**src/rtl/core/rfe_pkg.sv**
```systemverilog
package rfe_pkg;

    // Field widths of the snapshot and result transactions.
    localparam int unsigned RAW_W     = 8;
    localparam int unsigned EPOCH_W   = 32;
    localparam int unsigned CFG_IDX_W = 8;
    localparam int unsigned CFG_DAT_W = 1;

    // Internal widths. The full year is at most 255 * 100 + 255.
    localparam int unsigned YEAR_W   = 15;
    localparam int unsigned Q_W      = 9;   // full year / 100, at most 257
    localparam int unsigned MONTH_W  = 4;
    localparam int unsigned BEFORE_W = 9;   // days before a month, at most 335
    localparam int unsigned TOD_W    = 20;  // hour * 3600 + minute * 60 + second
    localparam int unsigned DAYS_W   = 25;  // signed day difference to the epoch

    // Reciprocal of 100 for full years below 2**15: floor(y * 5243 / 2**19).
    localparam int unsigned RECIP_100   = 5243;
    localparam int unsigned RECIP_SHIFT = 19;
    localparam int unsigned RECIP_W     = 13;

    localparam int unsigned EPOCH_YEAR = 1970;

    // Configuration register indexes.
    localparam logic [CFG_IDX_W-1:0] REG_BCD_MODE     = CFG_IDX_W'(0);
    localparam logic [CFG_IDX_W-1:0] REG_HOUR_24_MODE = CFG_IDX_W'(1);

    localparam int unsigned   HOUR_PM_BIT = 7;
    localparam logic [RAW_W-1:0] HOUR_MASK = 8'h7F;
    localparam logic [RAW_W-1:0] NOON_HOUR = 8'd12;

    // Days from 1 January of year 1 to 1 January of year y, for y >= 1.
    function automatic int unsigned year_start_days(input int unsigned y);
        int unsigned p;
        p = y - 1;
        return 365 * p + p / 4 - p / 100 + p / 400;
    endfunction

    // Packed BCD to binary when bcd is set, else the byte unchanged; nibbles above nine keep their binary weight.
    function automatic logic [RAW_W-1:0] decode_byte(input logic [RAW_W-1:0] b,
                                                     input logic bcd);
        logic [RAW_W-1:0] hi;
        logic [RAW_W-1:0] lo;
        hi = {4'd0, b[7:4]};
        lo = {4'd0, b[3:0]};
        return bcd ? RAW_W'(hi * 8'd10 + lo) : b;
    endfunction

    // Days in the year before the first of a month, without the leap day.
    function automatic logic [BEFORE_W-1:0] cum_days(input logic [MONTH_W-1:0] m);
        logic [BEFORE_W-1:0] d;
        unique case (m)
            4'd2:    d = 9'd31;
            4'd3:    d = 9'd59;
            4'd4:    d = 9'd90;
            4'd5:    d = 9'd120;
            4'd6:    d = 9'd151;
            4'd7:    d = 9'd181;
            4'd8:    d = 9'd212;
            4'd9:    d = 9'd243;
            4'd10:   d = 9'd273;
            4'd11:   d = 9'd304;
            4'd12:   d = 9'd334;
            default: d = 9'd0;
        endcase
        return d;
    endfunction

endpackage

```
**src/rtl/core/rfe_in_if.sv**
```systemverilog
interface rfe_in_if;
    logic                            valid;
    logic                            ready;
    logic [rfe_pkg::RAW_W-1:0]       century_raw;
    logic [rfe_pkg::RAW_W-1:0]       year_raw;
    logic [rfe_pkg::RAW_W-1:0]       month_raw;
    logic [rfe_pkg::RAW_W-1:0]       day_raw;
    logic [rfe_pkg::RAW_W-1:0]       hour_raw;
    logic [rfe_pkg::RAW_W-1:0]       minute_raw;
    logic [rfe_pkg::RAW_W-1:0]       second_raw;

    modport source (
        output valid, century_raw, year_raw, month_raw, day_raw,
               hour_raw, minute_raw, second_raw,
        input  ready
    );
    modport sink (
        input  valid, century_raw, year_raw, month_raw, day_raw,
               hour_raw, minute_raw, second_raw,
        output ready
    );
endinterface

```
**src/rtl/core/rfe_out_if.sv**
```systemverilog
interface rfe_out_if;
    logic                            valid;
    logic                            ready;
    logic [rfe_pkg::EPOCH_W-1:0]     epoch_seconds;
    logic                            invalid;

    modport source (output valid, epoch_seconds, invalid, input ready);
    modport sink   (input valid, epoch_seconds, invalid, output ready);
endinterface

```
**src/rtl/core/rfe_cfg_if.sv**
```systemverilog
interface rfe_cfg_if;
    logic                            valid;
    logic                            ready;
    logic [rfe_pkg::CFG_IDX_W-1:0]   reg_index;
    logic [rfe_pkg::CFG_DAT_W-1:0]   wdata;

    modport source (output valid, reg_index, wdata, input ready);
    modport sink   (input valid, reg_index, wdata, output ready);
endinterface

```
**src/rtl/core/rtc_fields_to_epoch_seconds.sv**
```systemverilog
// Channel   Direction  Payload                                        Handshake
// i_snap    in         century/year/month/day/hour/minute/second_raw  valid/ready
// o_epoch   out        epoch_seconds, invalid                         valid/ready
// i_cfg     in         reg_index, wdata                               valid/ready
//
// Six register stages, 0 to 5. An accepted snapshot transaction passes through every
// stage in order, and o_epoch.valid is the valid bit of stage 5. One snapshot per
// cycle is accepted while i_snap.ready is high; the stage depth is set by the
// divide-by-100 multiply and the day-count adder that follow the decode.
// Reset clears every stage valid bit and sets both mode registers to 1.
// A stalled stage holds; each stage moves on when it is empty or its successor moves,
// so bubbles are squeezed out and i_snap.ready falls only when every stage is full.
module rtc_fields_to_epoch_seconds #(
    parameter int unsigned EPOCH_YEAR = rfe_pkg::EPOCH_YEAR
) (
    input  logic       i_clk,
    input  logic       i_rst_n,
    rfe_in_if.sink     i_snap,
    rfe_cfg_if.sink    i_cfg,
    rfe_out_if.source  o_epoch
);

    localparam int unsigned YW = rfe_pkg::YEAR_W;
    localparam int unsigned DW = rfe_pkg::DAYS_W;
    localparam int unsigned TW = rfe_pkg::TOD_W;
    localparam int unsigned QW = rfe_pkg::Q_W;
    localparam int unsigned RW = rfe_pkg::RAW_W;
    localparam int unsigned MW = rfe_pkg::MONTH_W;
    localparam int unsigned BW = rfe_pkg::BEFORE_W;
    localparam int unsigned EW = rfe_pkg::EPOCH_W;
    localparam int unsigned PW = YW + rfe_pkg::RECIP_W;

    // Days from 1 January of year 1 to 1 January of the epoch year.
    localparam logic [DW-1:0] EPOCH_DAYS = DW'(rfe_pkg::year_start_days(EPOCH_YEAR));

    // Mode registers. Writes are only expected while the pipeline is empty,
    // so stage 0 can read them directly.
    logic r_bcd_mode;
    logic r_hour_24_mode;

    assign i_cfg.ready = 1'b1;

    always_ff @(posedge i_clk) begin
        if (!i_rst_n) begin
            r_bcd_mode     <= 1'b1;
            r_hour_24_mode <= 1'b1;
        end else if (i_cfg.valid) begin
            unique case (i_cfg.reg_index)
                rfe_pkg::REG_BCD_MODE:     r_bcd_mode     <= i_cfg.wdata[0];
                rfe_pkg::REG_HOUR_24_MODE: r_hour_24_mode <= i_cfg.wdata[0];
                default: ;
            endcase
        end
    end

    // Stage valid bits and per-stage advance enables. A stage loads when it
    // is empty or when the stage after it is loading.
    logic r_v0, r_v1, r_v2, r_v3, r_v4, r_v5;
    logic en0, en1, en2, en3, en4, en5;

    assign en5 = !r_v5 || o_epoch.ready;
    assign en4 = !r_v4 || en5;
    assign en3 = !r_v3 || en4;
    assign en2 = !r_v2 || en3;
    assign en1 = !r_v1 || en2;
    assign en0 = !r_v0 || en1;

    assign i_snap.ready = en0;

    always_ff @(posedge i_clk) begin
        if (!i_rst_n) begin
            r_v0 <= 1'b0;
            r_v1 <= 1'b0;
            r_v2 <= 1'b0;
            r_v3 <= 1'b0;
            r_v4 <= 1'b0;
            r_v5 <= 1'b0;
        end else begin
            if (en0) r_v0 <= i_snap.valid;
            if (en1) r_v1 <= r_v0;
            if (en2) r_v2 <= r_v1;
            if (en3) r_v3 <= r_v2;
            if (en4) r_v4 <= r_v3;
            if (en5) r_v5 <= r_v4;
        end
    end

    // Stage 0: decode the bytes, map the hour to 24-hour form, check the date.
    logic [RW-1:0] n0_century, n0_year, n0_month, n0_day;
    logic [RW-1:0] n0_hour, n0_minute, n0_second, n0_h12;
    logic          n0_inv;

    always_comb begin
        n0_century = rfe_pkg::decode_byte(i_snap.century_raw, r_bcd_mode);
        n0_year    = rfe_pkg::decode_byte(i_snap.year_raw, r_bcd_mode);
        n0_month   = rfe_pkg::decode_byte(i_snap.month_raw, r_bcd_mode);
        n0_day     = rfe_pkg::decode_byte(i_snap.day_raw, r_bcd_mode);
        n0_minute  = rfe_pkg::decode_byte(i_snap.minute_raw, r_bcd_mode);
        n0_second  = rfe_pkg::decode_byte(i_snap.second_raw, r_bcd_mode);
        n0_h12     = rfe_pkg::decode_byte(i_snap.hour_raw & rfe_pkg::HOUR_MASK,
                                          r_bcd_mode);
        // In 12-hour form, twelve o'clock is midnight without the PM bit and
        // noon with it; other PM hours move up by twelve.
        if (r_hour_24_mode) begin
            n0_hour = rfe_pkg::decode_byte(i_snap.hour_raw, r_bcd_mode);
        end else if (i_snap.hour_raw[rfe_pkg::HOUR_PM_BIT]) begin
            n0_hour = (n0_h12 == rfe_pkg::NOON_HOUR) ? n0_h12
                                                      : RW'(n0_h12 + rfe_pkg::NOON_HOUR);
        end else begin
            n0_hour = (n0_h12 == rfe_pkg::NOON_HOUR) ? RW'(0) : n0_h12;
        end
        n0_inv = (n0_month == RW'(0)) || (n0_month > RW'(12)) || (n0_day == RW'(0));
    end

    logic [RW-1:0] r0_century, r0_year, r0_day, r0_hour, r0_minute, r0_second;
    logic [MW-1:0] r0_month;
    logic          r0_inv;

    always_ff @(posedge i_clk) begin
        if (en0) begin
            r0_century <= n0_century;
            r0_year    <= n0_year;
            r0_month   <= n0_month[MW-1:0];
            r0_day     <= n0_day;
            r0_hour    <= n0_hour;
            r0_minute  <= n0_minute;
            r0_second  <= n0_second;
            r0_inv     <= n0_inv;
        end
    end

    // Stage 1: full year and the time of day in seconds.
    logic [YW-1:0] r1_year;
    logic [TW-1:0] r1_tod;
    logic [MW-1:0] r1_month;
    logic [RW-1:0] r1_day;
    logic          r1_inv;

    always_ff @(posedge i_clk) begin
        if (en1) begin
            r1_year  <= YW'(r0_century) * YW'(100) + YW'(r0_year);
            r1_tod   <= TW'(r0_hour) * TW'(3600) + TW'(r0_minute) * TW'(60)
                        + TW'(r0_second);
            r1_month <= r0_month;
            r1_day   <= r0_day;
            r1_inv   <= r0_inv;
        end
    end

    // Stage 2: century count by multiplying with the reciprocal of 100.
    logic [PW-1:0] n2_prod;
    assign n2_prod = PW'(r1_year) * PW'(rfe_pkg::RECIP_100);

    logic [YW-1:0] r2_year;
    logic [QW-1:0] r2_q;
    logic [TW-1:0] r2_tod;
    logic [MW-1:0] r2_month;
    logic [RW-1:0] r2_day;
    logic          r2_inv;

    always_ff @(posedge i_clk) begin
        if (en2) begin
            r2_year  <= r1_year;
            r2_q     <= QW'(n2_prod >> rfe_pkg::RECIP_SHIFT);
            r2_tod   <= r1_tod;
            r2_month <= r1_month;
            r2_day   <= r1_day;
            r2_inv   <= r1_inv;
        end
    end

    // Stage 3: leap test and days before 1 January of the full year.
    // For p = year - 1, p / 100 is one less than year / 100 when the year is
    // a whole century. Year zero gives p = -1 and truncated quotients of
    // zero, so its count is simply minus 365.
    logic          n3_cent, n3_leap, n3_zero;
    logic [YW-1:0] n3_p;
    logic [QW-1:0] n3_p100;
    logic [DW-1:0] n3_base;
    logic [BW-1:0] n3_before;

    always_comb begin
        n3_zero = (r2_year == YW'(0));
        n3_cent = (r2_year == YW'(r2_q * YW'(100)));
        n3_leap = ((r2_year[1:0] == 2'd0) && !n3_cent)
                  || (n3_cent && (r2_q[1:0] == 2'd0));
        n3_p    = r2_year - YW'(1);
        n3_p100 = n3_cent ? QW'(r2_q - QW'(1)) : r2_q;
        n3_base = n3_zero ? DW'(-365)
                          : DW'(n3_p) * DW'(365) + DW'(n3_p >> 2)
                            - DW'(n3_p100) + DW'(n3_p100 >> 2);
        n3_before = rfe_pkg::cum_days(r2_month)
                    + BW'((r2_month > MW'(2)) && n3_leap);
    end

    logic [DW-1:0] r3_base;
    logic [BW-1:0] r3_before;
    logic [RW-1:0] r3_day;
    logic [TW-1:0] r3_tod;
    logic [YW-1:0] r3_year;
    logic          r3_leap;
    logic          r3_inv;

    always_ff @(posedge i_clk) begin
        if (en3) begin
            r3_base   <= n3_base;
            r3_before <= n3_before;
            r3_day    <= r2_day;
            r3_tod    <= r2_tod;
            r3_year   <= r2_year;
            r3_leap   <= n3_leap;
            r3_inv    <= r2_inv;
        end
    end

    // Stage 4: signed day difference to the epoch.
    logic [DW-1:0] r4_days;
    logic [TW-1:0] r4_tod;
    logic          r4_inv;

    always_ff @(posedge i_clk) begin
        if (en4) begin
            r4_days <= r3_base + DW'(r3_before) + DW'(r3_day) - DW'(1)
                       - EPOCH_DAYS;
            r4_tod  <= r3_tod;
            r4_inv  <= r3_inv;
        end
    end

    // Stage 5: seconds, wrapping modulo 2**32; an invalid date reads as zero.
    logic [EW-1:0] n5_days;
    logic [EW-1:0] n5_secs;

    assign n5_days = {{(EW - DW){r4_days[DW-1]}}, r4_days};
    assign n5_secs = n5_days * EW'(86400) + EW'(r4_tod);

    logic [EW-1:0] r5_secs;
    logic          r5_inv;

    always_ff @(posedge i_clk) begin
        if (en5) begin
            r5_secs <= r4_inv ? EW'(0) : n5_secs;
            r5_inv  <= r4_inv;
        end
    end

    assign o_epoch.valid         = r_v5;
    assign o_epoch.epoch_seconds = r5_secs;
    assign o_epoch.invalid       = r5_inv;

`ifndef SYNTHESIS
    a_invalid_zero: assert property (@(posedge i_clk) disable iff (!i_rst_n)
        r_v5 && r5_inv |-> r5_secs == EW'(0))
        else $error("invalid result carries nonzero seconds");

    a_accept_lands: assert property (@(posedge i_clk) disable iff (!i_rst_n)
        i_snap.valid && i_snap.ready |=> r_v0)
        else $error("accepted snapshot missing from first stage");

    a_empty_ready: assert property (@(posedge i_clk) disable iff (!i_rst_n)
        !r_v0 |-> i_snap.ready)
        else $error("empty first stage refuses a snapshot");

    a_leap_div4: assert property (@(posedge i_clk) disable iff (!i_rst_n)
        r_v3 && (r3_year[1:0] != 2'd0) |-> !r3_leap)
        else $error("leap flag set for a year not divisible by four");

    a_stall_holds: assert property (@(posedge i_clk) disable iff (!i_rst_n)
        r_v4 && !en4 |=> r_v4 && $stable(r4_days))
        else $error("stalled stage lost its day count");
`endif

endmodule
```
**src/flat_wrapper.sv**
```systemverilog
// flat-port wrapper written by rule: the top's interface ports become plain ports
module rtc_fields_to_epoch_seconds_flat 
#(
    parameter int unsigned EPOCH_YEAR = rfe_pkg::EPOCH_YEAR
)
  (i_clk, i_rst_n, i_snap_valid, i_snap_century_raw, i_snap_year_raw, i_snap_month_raw, i_snap_day_raw, i_snap_hour_raw, i_snap_minute_raw, i_snap_second_raw, i_snap_ready, i_cfg_valid, i_cfg_reg_index, i_cfg_wdata, i_cfg_ready, o_epoch_valid, o_epoch_epoch_seconds, o_epoch_invalid, o_epoch_ready);
  rfe_in_if i_snap_i ();
  rfe_cfg_if i_cfg_i ();
  rfe_out_if o_epoch_i ();
  input  logic i_clk;
  input  logic i_rst_n;
  input wire logic [$bits(i_snap_i.valid)-1:0] i_snap_valid;
  input wire logic [$bits(i_snap_i.century_raw)-1:0] i_snap_century_raw;
  input wire logic [$bits(i_snap_i.year_raw)-1:0] i_snap_year_raw;
  input wire logic [$bits(i_snap_i.month_raw)-1:0] i_snap_month_raw;
  input wire logic [$bits(i_snap_i.day_raw)-1:0] i_snap_day_raw;
  input wire logic [$bits(i_snap_i.hour_raw)-1:0] i_snap_hour_raw;
  input wire logic [$bits(i_snap_i.minute_raw)-1:0] i_snap_minute_raw;
  input wire logic [$bits(i_snap_i.second_raw)-1:0] i_snap_second_raw;
  output wire logic [$bits(i_snap_i.ready)-1:0] i_snap_ready;
  input wire logic [$bits(i_cfg_i.valid)-1:0] i_cfg_valid;
  input wire logic [$bits(i_cfg_i.reg_index)-1:0] i_cfg_reg_index;
  input wire logic [$bits(i_cfg_i.wdata)-1:0] i_cfg_wdata;
  output wire logic [$bits(i_cfg_i.ready)-1:0] i_cfg_ready;
  output wire logic [$bits(o_epoch_i.valid)-1:0] o_epoch_valid;
  output wire logic [$bits(o_epoch_i.epoch_seconds)-1:0] o_epoch_epoch_seconds;
  output wire logic [$bits(o_epoch_i.invalid)-1:0] o_epoch_invalid;
  input wire logic [$bits(o_epoch_i.ready)-1:0] o_epoch_ready;
  assign i_snap_i.valid = i_snap_valid;
  assign i_snap_i.century_raw = i_snap_century_raw;
  assign i_snap_i.year_raw = i_snap_year_raw;
  assign i_snap_i.month_raw = i_snap_month_raw;
  assign i_snap_i.day_raw = i_snap_day_raw;
  assign i_snap_i.hour_raw = i_snap_hour_raw;
  assign i_snap_i.minute_raw = i_snap_minute_raw;
  assign i_snap_i.second_raw = i_snap_second_raw;
  assign i_snap_ready = i_snap_i.ready;
  assign i_cfg_i.valid = i_cfg_valid;
  assign i_cfg_i.reg_index = i_cfg_reg_index;
  assign i_cfg_i.wdata = i_cfg_wdata;
  assign i_cfg_ready = i_cfg_i.ready;
  assign o_epoch_valid = o_epoch_i.valid;
  assign o_epoch_epoch_seconds = o_epoch_i.epoch_seconds;
  assign o_epoch_invalid = o_epoch_i.invalid;
  assign o_epoch_i.ready = o_epoch_ready;
  rtc_fields_to_epoch_seconds #(.EPOCH_YEAR(EPOCH_YEAR)) u_core (.i_clk(i_clk), .i_rst_n(i_rst_n), .i_snap(i_snap_i), .i_cfg(i_cfg_i), .o_epoch(o_epoch_i));
endmodule
```
**config.mk**
```make
export PLATFORM = sky130hd
export DESIGN_NAME = rtc_fields_to_epoch_seconds_flat
export DESIGN_NICKNAME = d
export VERILOG_FILES = /design/src/rtl/core/rfe_pkg.sv /design/src/rtl/core/rfe_in_if.sv /design/src/rtl/core/rfe_out_if.sv /design/src/rtl/core/rfe_cfg_if.sv /design/src/rtl/core/rtc_fields_to_epoch_seconds.sv /design/src/flat_wrapper.sv
export SDC_FILE = /design/constraint.sdc
export NUM_CORES = 1
export LEC_CHECK = 0
export ABC_AREA = 1
export ABC_CLOCK_PERIOD_IN_PS = 13000
export BUFFER_PORTS_ARGS = -buffer_cell sky130_fd_sc_hd__buf_2
export CAP_MARGIN = 30
export CELL_PAD_IN_SITES_DETAIL_PLACEMENT = 0
export CELL_PAD_IN_SITES_GLOBAL_PLACEMENT = 2
export CORE_ASPECT_RATIO = 1.2
export CORE_MARGIN = 2
export CORE_UTILIZATION = 45
export DETAILED_ROUTE_END_ITERATION = 6
export GPL_TIMING_DRIVEN = 1
export PLACE_DENSITY_LB_ADDON = 0.1
export SLEW_MARGIN = 15
export SYNTH_ARGS = -nofsm -noshare
export SYNTH_HDL_FRONTEND = slang
export SYNTH_SLANG_ARGS = --single-unit
```
**constraint.sdc**
```tcl
create_clock -name i_clk -period 13 [get_ports i_clk]
set_clock_uncertainty 0.2 [all_clocks]
set_input_delay 1.95 -clock i_clk [delete_from_list [all_inputs] [get_ports i_clk]]
set_output_delay 1.95 -clock i_clk [all_outputs]
set_load 0.01 [all_outputs]
```
==> key figures <==
Critical path
  • CP Max Fanout: 10
  • Worst path depth: 33
  • Crit path required time: 13.07 ns
  • Max incr delay on CP: around 0.53 ns
  • Worst setup path class: flop to flop
  • Startpoint types: flop
  • Crit path capture type: flop
  • R2R depth: 33
  • CP bufs+invs: 5
  • Slowest CP cell: fa_1
  • Cell family with most CP delay: adder cells
  • WP data arrival: 8.13 ns

Clock network
  • Cts-stage hold buffer count: 0
  • Worst-path clk slew: 0.06 ns
  • Worst-skew pair later-pin latency: 0.57 ns
  • CTS tree: yes
  • Clock Root Buffer: clkbuf_16
  • Total clock sinks: 317
  • Postcts setup bufs: 0
  • CTS Buffer Depth: 3
  • Resize count post-CTS: 0
  • Cts bufs inserted: 37
  • H-Tree Depth: 2

Synthesis
  • Synthesized area per cell: 9.379 µm²
  • Most used DFF post-synth: edfxtp_1
  • Syn Nets: approximately 4200
  • Synthesized area: 0.03160 mm²
  • Sequential fraction of the synthesis area: 0.2959
  • Unique masters post-synth: 62
  • Async SR Flop Fraction: 0
  • Post-synth EDFFs: 300
  • Post-Synthesis Cells: 3369
  • Synth warnings: 0
  • Number of synthesized register bits: 317

Detailed routing
  • Total number of vias: 21640
  • Initial DRC count: 699
  • Routed length per instance: 14.78 µm
  • Router iterations before antenna repair: 7
  • Drc violations: 0
  • Vias per inst: between 4 and 5
  • Routed Antenna Nets: 0
  • Routed WL: 65810 µm

Placed design
  • RePlAce Congestion: approximately 0.84
  • Placed cells: 4382
  • Dpl hpwl: 56470 µm
  • Port bufs: around 100
  • Placed inst area: 0.03329 mm²

STA
  • Final setup fails: 0
  • Max-slew violations: 0
  • Hold violation count in the final report: 0
  • Max_slew headroom: 0.3921
  • Worst-Margin Slew: 0.9087 ns
  • Period Utilization, post-route: 0.6193
  • Fmax: around 0.12 GHz
  • Hold Slack: 0.2052 ns
  • Setup TNS: 0 ns
  • Final min period: around 8.1 ns
  • RSZ-0062 raised after global routing: false

Global routing
  • Total global-route track usage: 0.1893
  • Grt peak-use layer: met2
  • Largest net degree at the start of global routing: 64
  • Remaining global-route overflow: 0
  • Met3 GRT Util: 0.02377
  • Grt met2 use: 0.3443
  • Initial antenna violation count: 0
  • M1 GR Usage: 0.2382
  • First-pass GRT wire length: 110500 µm
  • Vias in the first global route: 22590

Final layout
  • P&R area growth vs syn: 9.266%
  • Design area: ~0.035 mm²
  • Final Non-Filler Cells: 4452
  • Area occupied by multi-input gates: 0.01923 mm²
  • Most frequent cells in the layout: inv_1, nand2_1, ha_1
  • Reg area: 0.009349 mm²
  • Layout cell share with drive strength beyond 1: 0.06708
  • Fill cells: ~6700
  • Most common cell after layout, fill and taps aside: inv_1
  • Nets@finish: 4339

Floorplanning
  • Full die area: 0.07236 mm²
  • Initial Util: 0.4538
  • Cell Rows: 106
  • DIE WIDTH: 245.9 µm
  • Die Y: 294.3 µm
  • Core area: 0.06963 mm²
  • Boundary Pins: 106

Flow run
  • Maximum capacitance violations: 0

Hold path
  • Hold WC Path Type: flop to flop
  • Hold Crit Depth: 0

Status
  • Run status: complete, no violations
==> state kept, by name, indices dropped and copies added (netlist names), 4 cells and up, named ones only <==
register,flops
u_core.r1_month,4
u_core.r0_year,8
u_core.r0_second,8
u_core.r0_day,8
u_core.r0_minute,8
u_core.r1_tod,20
u_core.r3_base,25
u_core.r0_hour,8
u_core.r4_days,25
u_core.r4_tod,20
u_core.r2_tod,20
u_core.r3_tod,20
u_core.r2_year,15
u_core.r2_q,9
u_core.r3_day,8
u_core.r2_month,4
u_core.o_epoch.epoch_seconds,32
u_core.r2_day,8
u_core.r1_day,8
u_core.r3_before,9
u_core.r1_year,15
u_core.r0_month,4
u_core.r0_century,8
==> Yosys cell counts (21+ instances only) <==
master    count  area [µm²]
a21oi_1     166       830.8
nor2_1      163       611.8
ha_1        505        6319
xnor2_1      60       525.5
nand4_1      47       294.0
o21ai_0     101       505.5
inv_1       778        2920
xor2_1      108       945.9
fa_1        260        5205
edfxtp_1    300        9009
nor3_1       24       120.1
or2_2        21       131.4
nand3_1     120       600.6
nand2_1     524        1967
==> worst paths after layout <==
| path | startpoint | to | slack (ns) |
|---|---|---|---|
| worst min-delay path | u_core.r1_day[3] | u_core.r2_day[3] | 0.21 |
| worst max-delay path | u_core.r2_q[2] | u_core.r3_base[16] | 4.95 |
| worst min register to register | u_core.r1_day[3] | u_core.r2_day[3] | 0.21 |
| worst max register to register | u_core.r2_q[2] | u_core.r3_base[16] | 4.95 |
==> layer usage <==
| metal | share of wire | up-vias |
|---|---|---|
| met2 | 0.50 | 251 |
| met5 | 0 | - |
| met4 | 0.019 | 0 |
| met1 | 0.45 | 10160 |
| li1 | - | 11160 |
| met3 | 0.029 | 70 |
==> worst reg2reg max path, delay by kind of cell, from the launching register on <==
kind / cells / cell delay, ns
AO/OA/AOI/OAI: 5 / 1.16
flip-flops: 1 / 0.48
AND/OR/NAND/NOR: 13 / 1.59
adder cells (fa/ha/maj): 9 / 3.80
XOR/XNOR: 1 / 0.18
buffers and inverters: 5 / 0.37
==> cell families (layout without fill, tap and decap cells) <==
| logic type | after synthesis | in the layout | share of synthesized area |
|---|---|---|---|
| compound gates | 367 | 367 | 0.06573 |
| fa+ha+maj | 765 | 765 | 0.3647 |
| buf+inv | 802 | 966 | 0.09563 |
| other cells | 1 | 2 | 0.0001187 |
| xor+xnor | 170 | 170 | 0.04760 |
| flops | 317 | 317 | 0.2959 |
| simple gates | 947 | 947 | 0.1304 |
==> stage by stage <==
stage | util | setup WS, ns
3_5_place_dp | 0.4782 | 4.916
5_1_grt | 0.4958 | 4.282
4_1_cts | 0.4957 | 4.894
3_3_place_gp | 0.4775 | 5.109
2_1_floorplan | - | 5.697
6_report | 0.4958 | 4.949
==> area by class of cell <==
| type | count | share of cell area |
|---|---|---|
| Multi-Input combinational cell | 2250 | 0.5570 |
| Clock inverter | 24 | 0.006704 |
| Antenna cell | 1 | 0.00007248 |
| Clock buffer | 44 | 0.02874 |
| Sequential cell | 317 | 0.2708 |
| Tap cell | 918 | 0.03327 |
| Inverter | 783 | 0.08513 |
| Timing Repair Buffer | 115 | 0.01834 |
Power is left out: the tool's default activity adds up to more than one toggle a clock period on the data nets, which glitch-free logic cannot reach.
